[src/sv/mpq_pkg.sv]
// Package with the transfer payload types and command and status codes of the priority queue.
package mpq_pkg;

  localparam logic CMD_PUSH = 1'b0;
  localparam logic CMD_POP  = 1'b1;

  localparam logic [1:0] STATUS_OK    = 2'd0;
  localparam logic [1:0] STATUS_EMPTY = 2'd1;
  localparam logic [1:0] STATUS_FULL  = 2'd2;

  localparam int unsigned COUNT_W = 5;

  typedef struct packed {
    logic               cmd;
    logic        [15:0] tag;
    logic signed [15:0] priority_req;
  } in_t;

  typedef struct packed {
    logic        [1:0]         status;
    logic        [COUNT_W-1:0] count;
    logic                      top_valid;
    logic        [15:0]        top_tag;
    logic signed [15:0]        top_priority;
  } out_t;

  typedef struct packed {
    logic        [15:0] tag;
    logic signed [15:0] prio;
  } entry_t;

  typedef struct packed {
    logic load;
    logic commit;
  } dp_cmd_t;

endpackage

[src/sv/mpq_datapath.sv]
// Datapath of the priority queue: request register, sorted cell chain, count and result register.
module mpq_datapath import mpq_pkg::*; #(
  parameter int unsigned CAPACITY = 16
) (
  input  logic    clk_i,
  input  logic    rst_ni,
  input  dp_cmd_t cmd_i,
  input  in_t     in_data_i,
  output out_t    out_data_o
);

  localparam int unsigned CNT_W = $clog2(CAPACITY + 1);

  in_t              req_q;
  out_t             out_q;
  out_t             out_d;
  logic [CNT_W-1:0] count_q;
  logic [CNT_W-1:0] count_d;
  entry_t           cells_q [CAPACITY];
  entry_t           cells_d [CAPACITY];
  logic             keep    [CAPACITY];
  entry_t           new_entry;
  logic             full;
  logic             empty;
  logic             do_push;
  logic             do_pop;

  assign new_entry = '{tag: req_q.tag, prio: req_q.priority_req};
  assign full      = (count_q == CNT_W'(CAPACITY));
  assign empty     = (count_q == '0);
  assign do_push   = (req_q.cmd == CMD_PUSH) && !full;
  assign do_pop    = (req_q.cmd == CMD_POP) && !empty;

  // Cells are held in descending priority, earlier insertions first among equals.
  for (genvar i = 0; i < CAPACITY; i++) begin : g_cell
    assign keep[i] = (CNT_W'(i) < count_q) && (cells_q[i].prio >= req_q.priority_req);

    if (i == 0) begin : g_head
      always_comb begin
        if (do_pop) begin
          cells_d[i] = (CAPACITY > 1) ? cells_q[(CAPACITY > 1) ? 1 : 0] : cells_q[i];
        end else if (keep[i]) begin
          cells_d[i] = cells_q[i];
        end else begin
          cells_d[i] = new_entry;
        end
      end
    end else begin : g_body
      always_comb begin
        if (do_pop) begin
          cells_d[i] = (i < CAPACITY - 1) ? cells_q[(i < CAPACITY - 1) ? i + 1 : i] : cells_q[i];
        end else if (keep[i]) begin
          cells_d[i] = cells_q[i];
        end else if (keep[i-1]) begin
          cells_d[i] = new_entry;
        end else begin
          cells_d[i] = cells_q[i-1];
        end
      end
    end

    always_ff @(posedge clk_i) begin
      if (cmd_i.commit && (do_push || do_pop)) begin
        cells_q[i] <= cells_d[i];
      end
    end
  end

  always_comb begin
    count_d = count_q;
    if (do_push) begin
      count_d = count_q + CNT_W'(1);
    end else if (do_pop) begin
      count_d = count_q - CNT_W'(1);
    end
  end

  always_comb begin
    out_d        = '0;
    out_d.count  = COUNT_W'(count_d);
    if ((req_q.cmd == CMD_PUSH) && full) begin
      out_d.status = STATUS_FULL;
    end else if ((req_q.cmd == CMD_POP) && empty) begin
      out_d.status = STATUS_EMPTY;
    end else begin
      out_d.status = STATUS_OK;
    end
    if (count_d != '0) begin
      out_d.top_valid    = 1'b1;
      out_d.top_tag      = (do_push || do_pop) ? cells_d[0].tag : cells_q[0].tag;
      out_d.top_priority = (do_push || do_pop) ? cells_d[0].prio : cells_q[0].prio;
    end
  end

  always_ff @(posedge clk_i or negedge rst_ni) begin
    if (!rst_ni) begin
      count_q <= '0;
    end else if (cmd_i.commit) begin
      count_q <= count_d;
    end
  end

  always_ff @(posedge clk_i) begin
    if (cmd_i.load) begin
      req_q <= in_data_i;
    end
    if (cmd_i.commit) begin
      out_q <= out_d;
    end
  end

  assign out_data_o = out_q;

endmodule

[src/sv/mpq_ctrl.sv]
// Controller of the priority queue: input and output handshakes and sequencing of each command.
module mpq_ctrl import mpq_pkg::*; (
  input  logic    clk_i,
  input  logic    rst_ni,
  input  logic    in_valid_i,
  output logic    in_stall_o,
  output logic    out_valid_o,
  input  logic    out_stall_i,
  output dp_cmd_t cmd_o
);

  localparam logic ST_IDLE = 1'b0;
  localparam logic ST_EXEC = 1'b1;

  logic state_q;
  logic state_d;
  logic out_valid_q;
  logic out_valid_d;
  logic out_free;

  assign out_free   = !out_valid_q || !out_stall_i;
  assign in_stall_o = (state_q == ST_EXEC);

  always_comb begin
    state_d      = state_q;
    cmd_o.load   = 1'b0;
    cmd_o.commit = 1'b0;
    unique case (state_q)
      ST_IDLE: begin
        if (in_valid_i) begin
          cmd_o.load = 1'b1;
          state_d    = ST_EXEC;
        end
      end
      ST_EXEC: begin
        if (out_free) begin
          cmd_o.commit = 1'b1;
          state_d      = ST_IDLE;
        end
      end
      default: begin
        state_d = ST_IDLE;
      end
    endcase
  end

  always_comb begin
    out_valid_d = out_valid_q;
    if (cmd_o.commit) begin
      out_valid_d = 1'b1;
    end else if (!out_stall_i) begin
      out_valid_d = 1'b0;
    end
  end

  always_ff @(posedge clk_i or negedge rst_ni) begin
    if (!rst_ni) begin
      state_q     <= ST_IDLE;
      out_valid_q <= 1'b0;
    end else begin
      state_q     <= state_d;
      out_valid_q <= out_valid_d;
    end
  end

  assign out_valid_o = out_valid_q;

endmodule

[src/sv/max_priority_queue_top.sv]
// Top level of the bounded max-first priority queue.
// Each command transfer is handled in order: the command is captured first, then the
// sorted cell chain shifts and the result register is loaded once it is free to be loaded,
// so a new command is taken only after the previous one has completed. The chain keeps
// entries in descending priority with earlier insertions first among equals, so the top
// entry is always the head cell. A result waiting in the output register does not block
// the capture of the next command, only its completion.
module max_priority_queue_top import mpq_pkg::*; #(
  parameter int unsigned CAPACITY = 16
) (
  input  logic clk_i,
  input  logic rst_ni,
  input  logic in_valid_i,
  output logic in_stall_o,
  input  in_t  in_data_i,
  output logic out_valid_o,
  input  logic out_stall_i,
  output out_t out_data_o
);

  dp_cmd_t dp_cmd;

  mpq_ctrl u_ctrl (
    .clk_i       (clk_i),
    .rst_ni      (rst_ni),
    .in_valid_i  (in_valid_i),
    .in_stall_o  (in_stall_o),
    .out_valid_o (out_valid_o),
    .out_stall_i (out_stall_i),
    .cmd_o       (dp_cmd)
  );

  mpq_datapath #(
    .CAPACITY (CAPACITY)
  ) u_datapath (
    .clk_i      (clk_i),
    .rst_ni     (rst_ni),
    .cmd_i      (dp_cmd),
    .in_data_i  (in_data_i),
    .out_data_o (out_data_o)
  );

endmodule

[config.mk]
export PLATFORM = sky130hd
export DESIGN_NAME = max_priority_queue_top
export DESIGN_NICKNAME = d
export VERILOG_FILES = /design/src/sv/mpq_pkg.sv /design/src/sv/mpq_datapath.sv /design/src/sv/mpq_ctrl.sv /design/src/sv/max_priority_queue_top.sv
export SDC_FILE = /design/constraint.sdc
export NUM_CORES = 2
export LEC_CHECK = 0
export ABC_AREA = 1
export BUFFER_PORTS_ARGS = -buffer_cell sky130_fd_sc_hd__buf_2
export CORE_ASPECT_RATIO = 0.8
export CORE_MARGIN = 5
export CORE_UTILIZATION = 30
export DETAILED_ROUTE_END_ITERATION = 16
export PLACE_DENSITY = 0.54
export SYNTH_ARGS = -nofsm -noshare
export SYNTH_HDL_FRONTEND = slang
export SYNTH_HIERARCHICAL = 1
export SYNTH_SLANG_ARGS = --single-unit
[constraint.sdc]
create_clock -name clk_i -period 6.7 [get_ports clk_i]
set_input_delay 0.335 -clock clk_i [delete_from_list [all_inputs] [get_ports clk_i]]
set_output_delay 0.335 -clock clk_i [all_outputs]
set_load 0.01 [all_outputs]
Yosys cells after proc, flatten, opt, wreduce, memory -nomap -nowiden

Memory sizes are Yosys's and may differ from the RTL's.
Index checks and enable logic that the tools add are counted.

Memories kept: 1
Memory bits (read-only): 0
Bits of input ports: 37
Word-level logic and storage cells: 142
Flip-flop bits (word level): 80
Output and inout port bits: 42
Bits in writable memories: 512
Bits in latches: 0

Multiply operators: 0
Reduce and logical (&&, ||, !) cells: 29
Equality and inequality tests: 2
Divide/modulo/power cells: 0
Multiplexer cells: 63
Add/subtract/negate cells: 2
Bitwise logic cells: 2
Shifts and indexed selects: 0
$lt $le $gt $ge: 32

Memory list:

| name               | words | bits a word | read ports | clocked after memory_dff | wr ports | line               | source |
|---|---|---|---|---|---|---|---|
| u_datapath.cells_q | 16    | 32          | 16         | 0                        | 16       | mpq_datapath.sv:19 | `entry_t cells_q [CAPACITY];` |

Operators with widths:

| kind                                                                         | number |
|---|---|
| 32-bit 2-to-1 mux                                                            | 47 |
| 16-bit >= comparator                                                         | 16 |
| 4-bit by 5-bit less-than comparator with 1-bit output (first input constant) | 8 |
| 33-bit 2-to-1 mux                                                            | 1 |
| 16-bit 2-to-1 mux                                                            | 2 |
| 1-bit logical AND                                                            | 21 |
| 3-bit by 5-bit less-than comparator with 1-bit output (first input constant) | 4 |
| 1-bit by 5-bit less-than comparator with 1-bit output (first input constant) | 2 |
| 2-bit by 5-bit less-than comparator with 1-bit output (first input constant) | 2 |
| 1-bit 2-to-1 mux                                                             | 10 |
| 5-bit 2-to-1 mux                                                             | 2 |
| 5-bit by 1-bit adder with 5-bit output (second input constant)               | 1 |
| 5-bit equality test (second input constant)                                  | 1 |
| 5-bit logical NOT                                                            | 1 |
| 5-bit nonzero test                                                           | 1 |
| 5-bit by 1-bit subtractor with 5-bit output (second input constant)          | 1 |
| 1-bit logical NOT                                                            | 4 |
| 1-bit logical OR                                                             | 2 |
| 2-bit by 1-bit inequality test with 1-bit output (second input constant)     | 1 |
| 1-bit inverter                                                               | 2 |
| 1-bit case mux with 2 select lines                                           | 1 |

Longest topological paths before layout

Word-level depth: 7
Mapped depth: 18
Mapped depth without buffers: 17

By module

The synthesis kept the hierarchy.

Modules (own cells, without submodules):

| module       | area an instance (um^2) | cells each | sequential area each (um^2) | times used |
|---|---|---|---|---|
| mpq_datapath | 37409.6                 | 4624       | 17692.0                     | 1 |
| mpq_ctrl     | 90.1                    | 11         | 50.0                        | 1 |

Worst setup path before layout

OpenSTA, ideal clock, no wires.

Path kind: flip-flop to flip-flop
Start point: register u_datapath/new_entry[3] (netlist name)
End point: memory u_datapath/cells_q[1][224] (netlist name) (enable)
Clock period less this slack: 4.221 ns
Required time: 6.268 ns
Arrival: 3.789 ns
Cell stages (with the launch flop): 12
Setup time: 0.432 ns
Slack: 2.479 ns
Buffers on the path: 1
Cell sequence: edfxtp_1 > inv_1 > clkbuf_1 > ha_1 > a21oi_1 > o21ai_0 > nor3b_1 > o21ai_0 > nand2_1 > nand2_1 > nand3_1 > a21oi_1

RTL lines:

| item      | line |
|---|---|
| to (decl) | mpq_datapath.sv:19 |

==> flow_summary.yaml <==
run_status:
  status: "complete, no violations"
power:
  intPower_uw: 9919
  powerDensity_nw_per_um2: 429.2
  p_clk_share_pct: 19.8
  p_comb_share_pct: 46.2
  ir_drop_uv: 315.5
  switching_power_uw: 8112
  p_leak_uw: 0.01890
  p_sw_share_pct: 44.99
  power_frac_seq_pct: 34.0
grt:
  grt_max_degree: 263
  antenna_found_initial: 9
  grt_remaining_overflow: 0
  grt_pass1_wl_um: 199500
  grt_usage_pct: 19.73
  grt_pass1_vias: 30520
timing:
  max_slew.worst_pin.slew_ns: 1.268
  min_period_over_period_pct: 68.89
  timing.final.ws_setup_ns: 2.084
  tns_ns: 0
  finalSetupViolCount: 0
  fmax_mhz: 216.6
  grt_setup_unrepaired: "no"
  finalCriticalPeriod_ns: 4.616
  drv_slew: 0
  slew_headroom_pct: 15.43
  finalHoldViolations: 0
  skew_ns: 0.03470
synth:
  synth_fp_nets: 4931
  synthTopCellsByArea: "edfxtp_1 (47%), nand2_1 (12%), nand3_1 (11%)"
  yosysMostFrequentCell: "nand2_1"
  ys_seq_area_share_pct: 47.31
  synth_edf_count: 585
  yosys_warnings: 6
  synthDistinctLibCells: 39
  synth_area_sq_um: 37500
  synth_common_cells: "nand2_1 (1,163), nand3_1 (837), inv_1 (620), edfxtp_1 (585), o21ai_0 (443)"
  syn_area_per_cell_sq_um: 8.091
  yosys.area.top_type: "edfxtp_1"
  ys.flop_type: "edfxtp_1"
  syn_inst: 4635
  synthArstFlopShare_pct: 1.182
  synth-seq-cells: 592
  synth_top_area_share_pct: 46.85
floorplanning:
  die_y_um: 326.2
  io-pin-count: 79
  rows: 116
  core_sq_um: 124700
  initial_utilization_pct: 30.08
  die_w_um: 405.3
  die_area_sq_um: 132200
clock_network:
  cts_setup_buffers: 0
  cts_tree: "built"
  cts_buffer_depth: 3
  clock-root-buffer: "clkbuf_16"
  numCtsBuffers: 61
  cts.sinks: 592
  postCtsHoldBufs: 39
  htreeDepth: 2
  cts_resized: 0
  clock_latency_ns: 0.68
  clk_pin_slew_ns: 0.07
route:
  route.detailed.drc: 0
  wl_per_cell_um: 21.38
  wl_um: 135400
  via_per_inst: 5.237
  final_antenna_net_count: 0
  dr.pass1.iters: 6
  first_iter_violations: 3881
  num_vias: 33160
job:
  maxCapViolations: 0
final_layout:
  final.fill_count: 13010
  drive_gt1_share_pct: 6.677
  nets: 4924
  syn2layout_area_growth_pct: 12.03
setup_path:
  startpoint_type: "register"
  crit_path_end_kind: "register"
  r2r_setup_slack_ns: 2.08
  arrival_ns: 4.98
  path_max_fanout: 34
  crit_required_ns: 7.06
  crit_type: "register to register"
placed_design:
  io_buffers: 78
  gp_congestion: 0.8760
  hpwl_um: 92140
  pre_cts_ws_ns: 2.232
min_path:
  hp-class: "primary input to register"
## layout by cell type, fill, tap and decap left out, drive strengths merged, types with 39 or more instances in the layout
cell type	Yosys	routed
a21oi	150	150
buf	99	176
clkbuf	186	73
dlygate4sd3	0	39
edfxtp	585	585
ha	259	259
inv	636	624
nand2	1168	1168
nand3	839	839
nor2	125	125
o21ai	507	507
## layout make-up
type                    instances  area [sq um]  area share, %
diodes                          7         17.52        0.04170
clock buffers                  73          1613          3.839
clock inverters                35         369.1         0.8786
inverters                     636          2395          5.701
multi-input cells            3122         16240          38.66
flip-flops and latches        592         17740          42.23
well taps                    1652          2067          4.920
repair buffers                215          1567          3.729
## layer usage
layer,share of wire [%],vias up,GRT usage (%)
li1,-,15550,-
met1,46,16000,30.08
met2,42,1458,28.57
met3,10,157,4.012
met4,2.0,0,4.411
met5,0,-,0
## power by group through the flow
stage | combinational [uW] | sequential (uW) | clock, uW
detailed placement | 8170 | 6200 | 0
global route | 9250 | 6210 | 3790
finish | 8320 | 6140 | 3570
CTS | 8200 | 6130 | 3640
floorplan | 5600 | 6030 | 0
global placement | 8060 | 6190 | 0
## cells by family (layout without fill, tap and decap cells)
group / Yosys count / after routing / share of synthesized area [%]
adder cells (fa/ha/maj): 259 / 259 / 8.642
AO/OA/AOI/OAI: 687 / 687 / 9.452
buffers and inverters: 921 / 959 / 9.556
flip-flops: 592 / 592 / 47.31
AND/OR/NAND/NOR: 2172 / 2172 / 24.94
XOR/XNOR: 4 / 4 / 0.09344
other: 0 / 7 / 0
## path summary, 6_finish.rpt
| check | depth (start not counted) | startpoint | end |
|---|---|---|---|
| setup / recovery | 13 | u_datapath/new_entry[8] | u_datapath/cells_q[0][59] |
| hold / removal | 2 | in_data_i[22] | u_datapath/new_entry[22] |
| setup reg to reg | 13 | u_datapath/new_entry[8] | u_datapath/cells_q[0][59] |
| hold reg to reg | 2 | u_datapath/cells_q[1][245] | u_datapath/cells_q[1][213] |
| max in group asynchronous | 4 | rst_ni | u_datapath/count_q[3] |
| min in group asynchronous | 3 | rst_ni | u_ctrl/in_stall_o |
## sequential cells by signal, indices dropped and copies added (netlist names)
register	count
u_ctrl/in_stall_o	1
u_ctrl/out_valid_o	1
u_datapath/cells_q	512
u_datapath/count_q	5
u_datapath/new_entry	32
u_datapath/out_data_o	40
u_datapath/req_q	1
## stage by stage
stage,area [sq um],total power [uW],utilization (%),cells,hold WS [ns]
finish,42010,18030,33.70,6332,0.3629
global route,41990,19240,33.68,6325,0.3421
CTS,41990,17980,33.68,6325,0.3181
detailed placement,39620,14370,31.78,6178,0.1873
global placement,39620,14250,31.78,6178,0.1909
floorplan,37500,11640,-,4635,0.03941
## critical path: stages (launching register included)
cell	delay, ns
edfxtp_1	0.73
clkinv_1	0.40
buf_4	0.36
ha_1	0.38
nand2_1	0.06
nor3_1	0.26
nand2_1	0.11
nand2_1	0.07
nand2_1	0.05
nand3_1	0.07
nand2_1	0.65
o21ai_0	0.43
clkinv_1	0.26
buf_4	0.34
(Power assumes the default switching activity.)
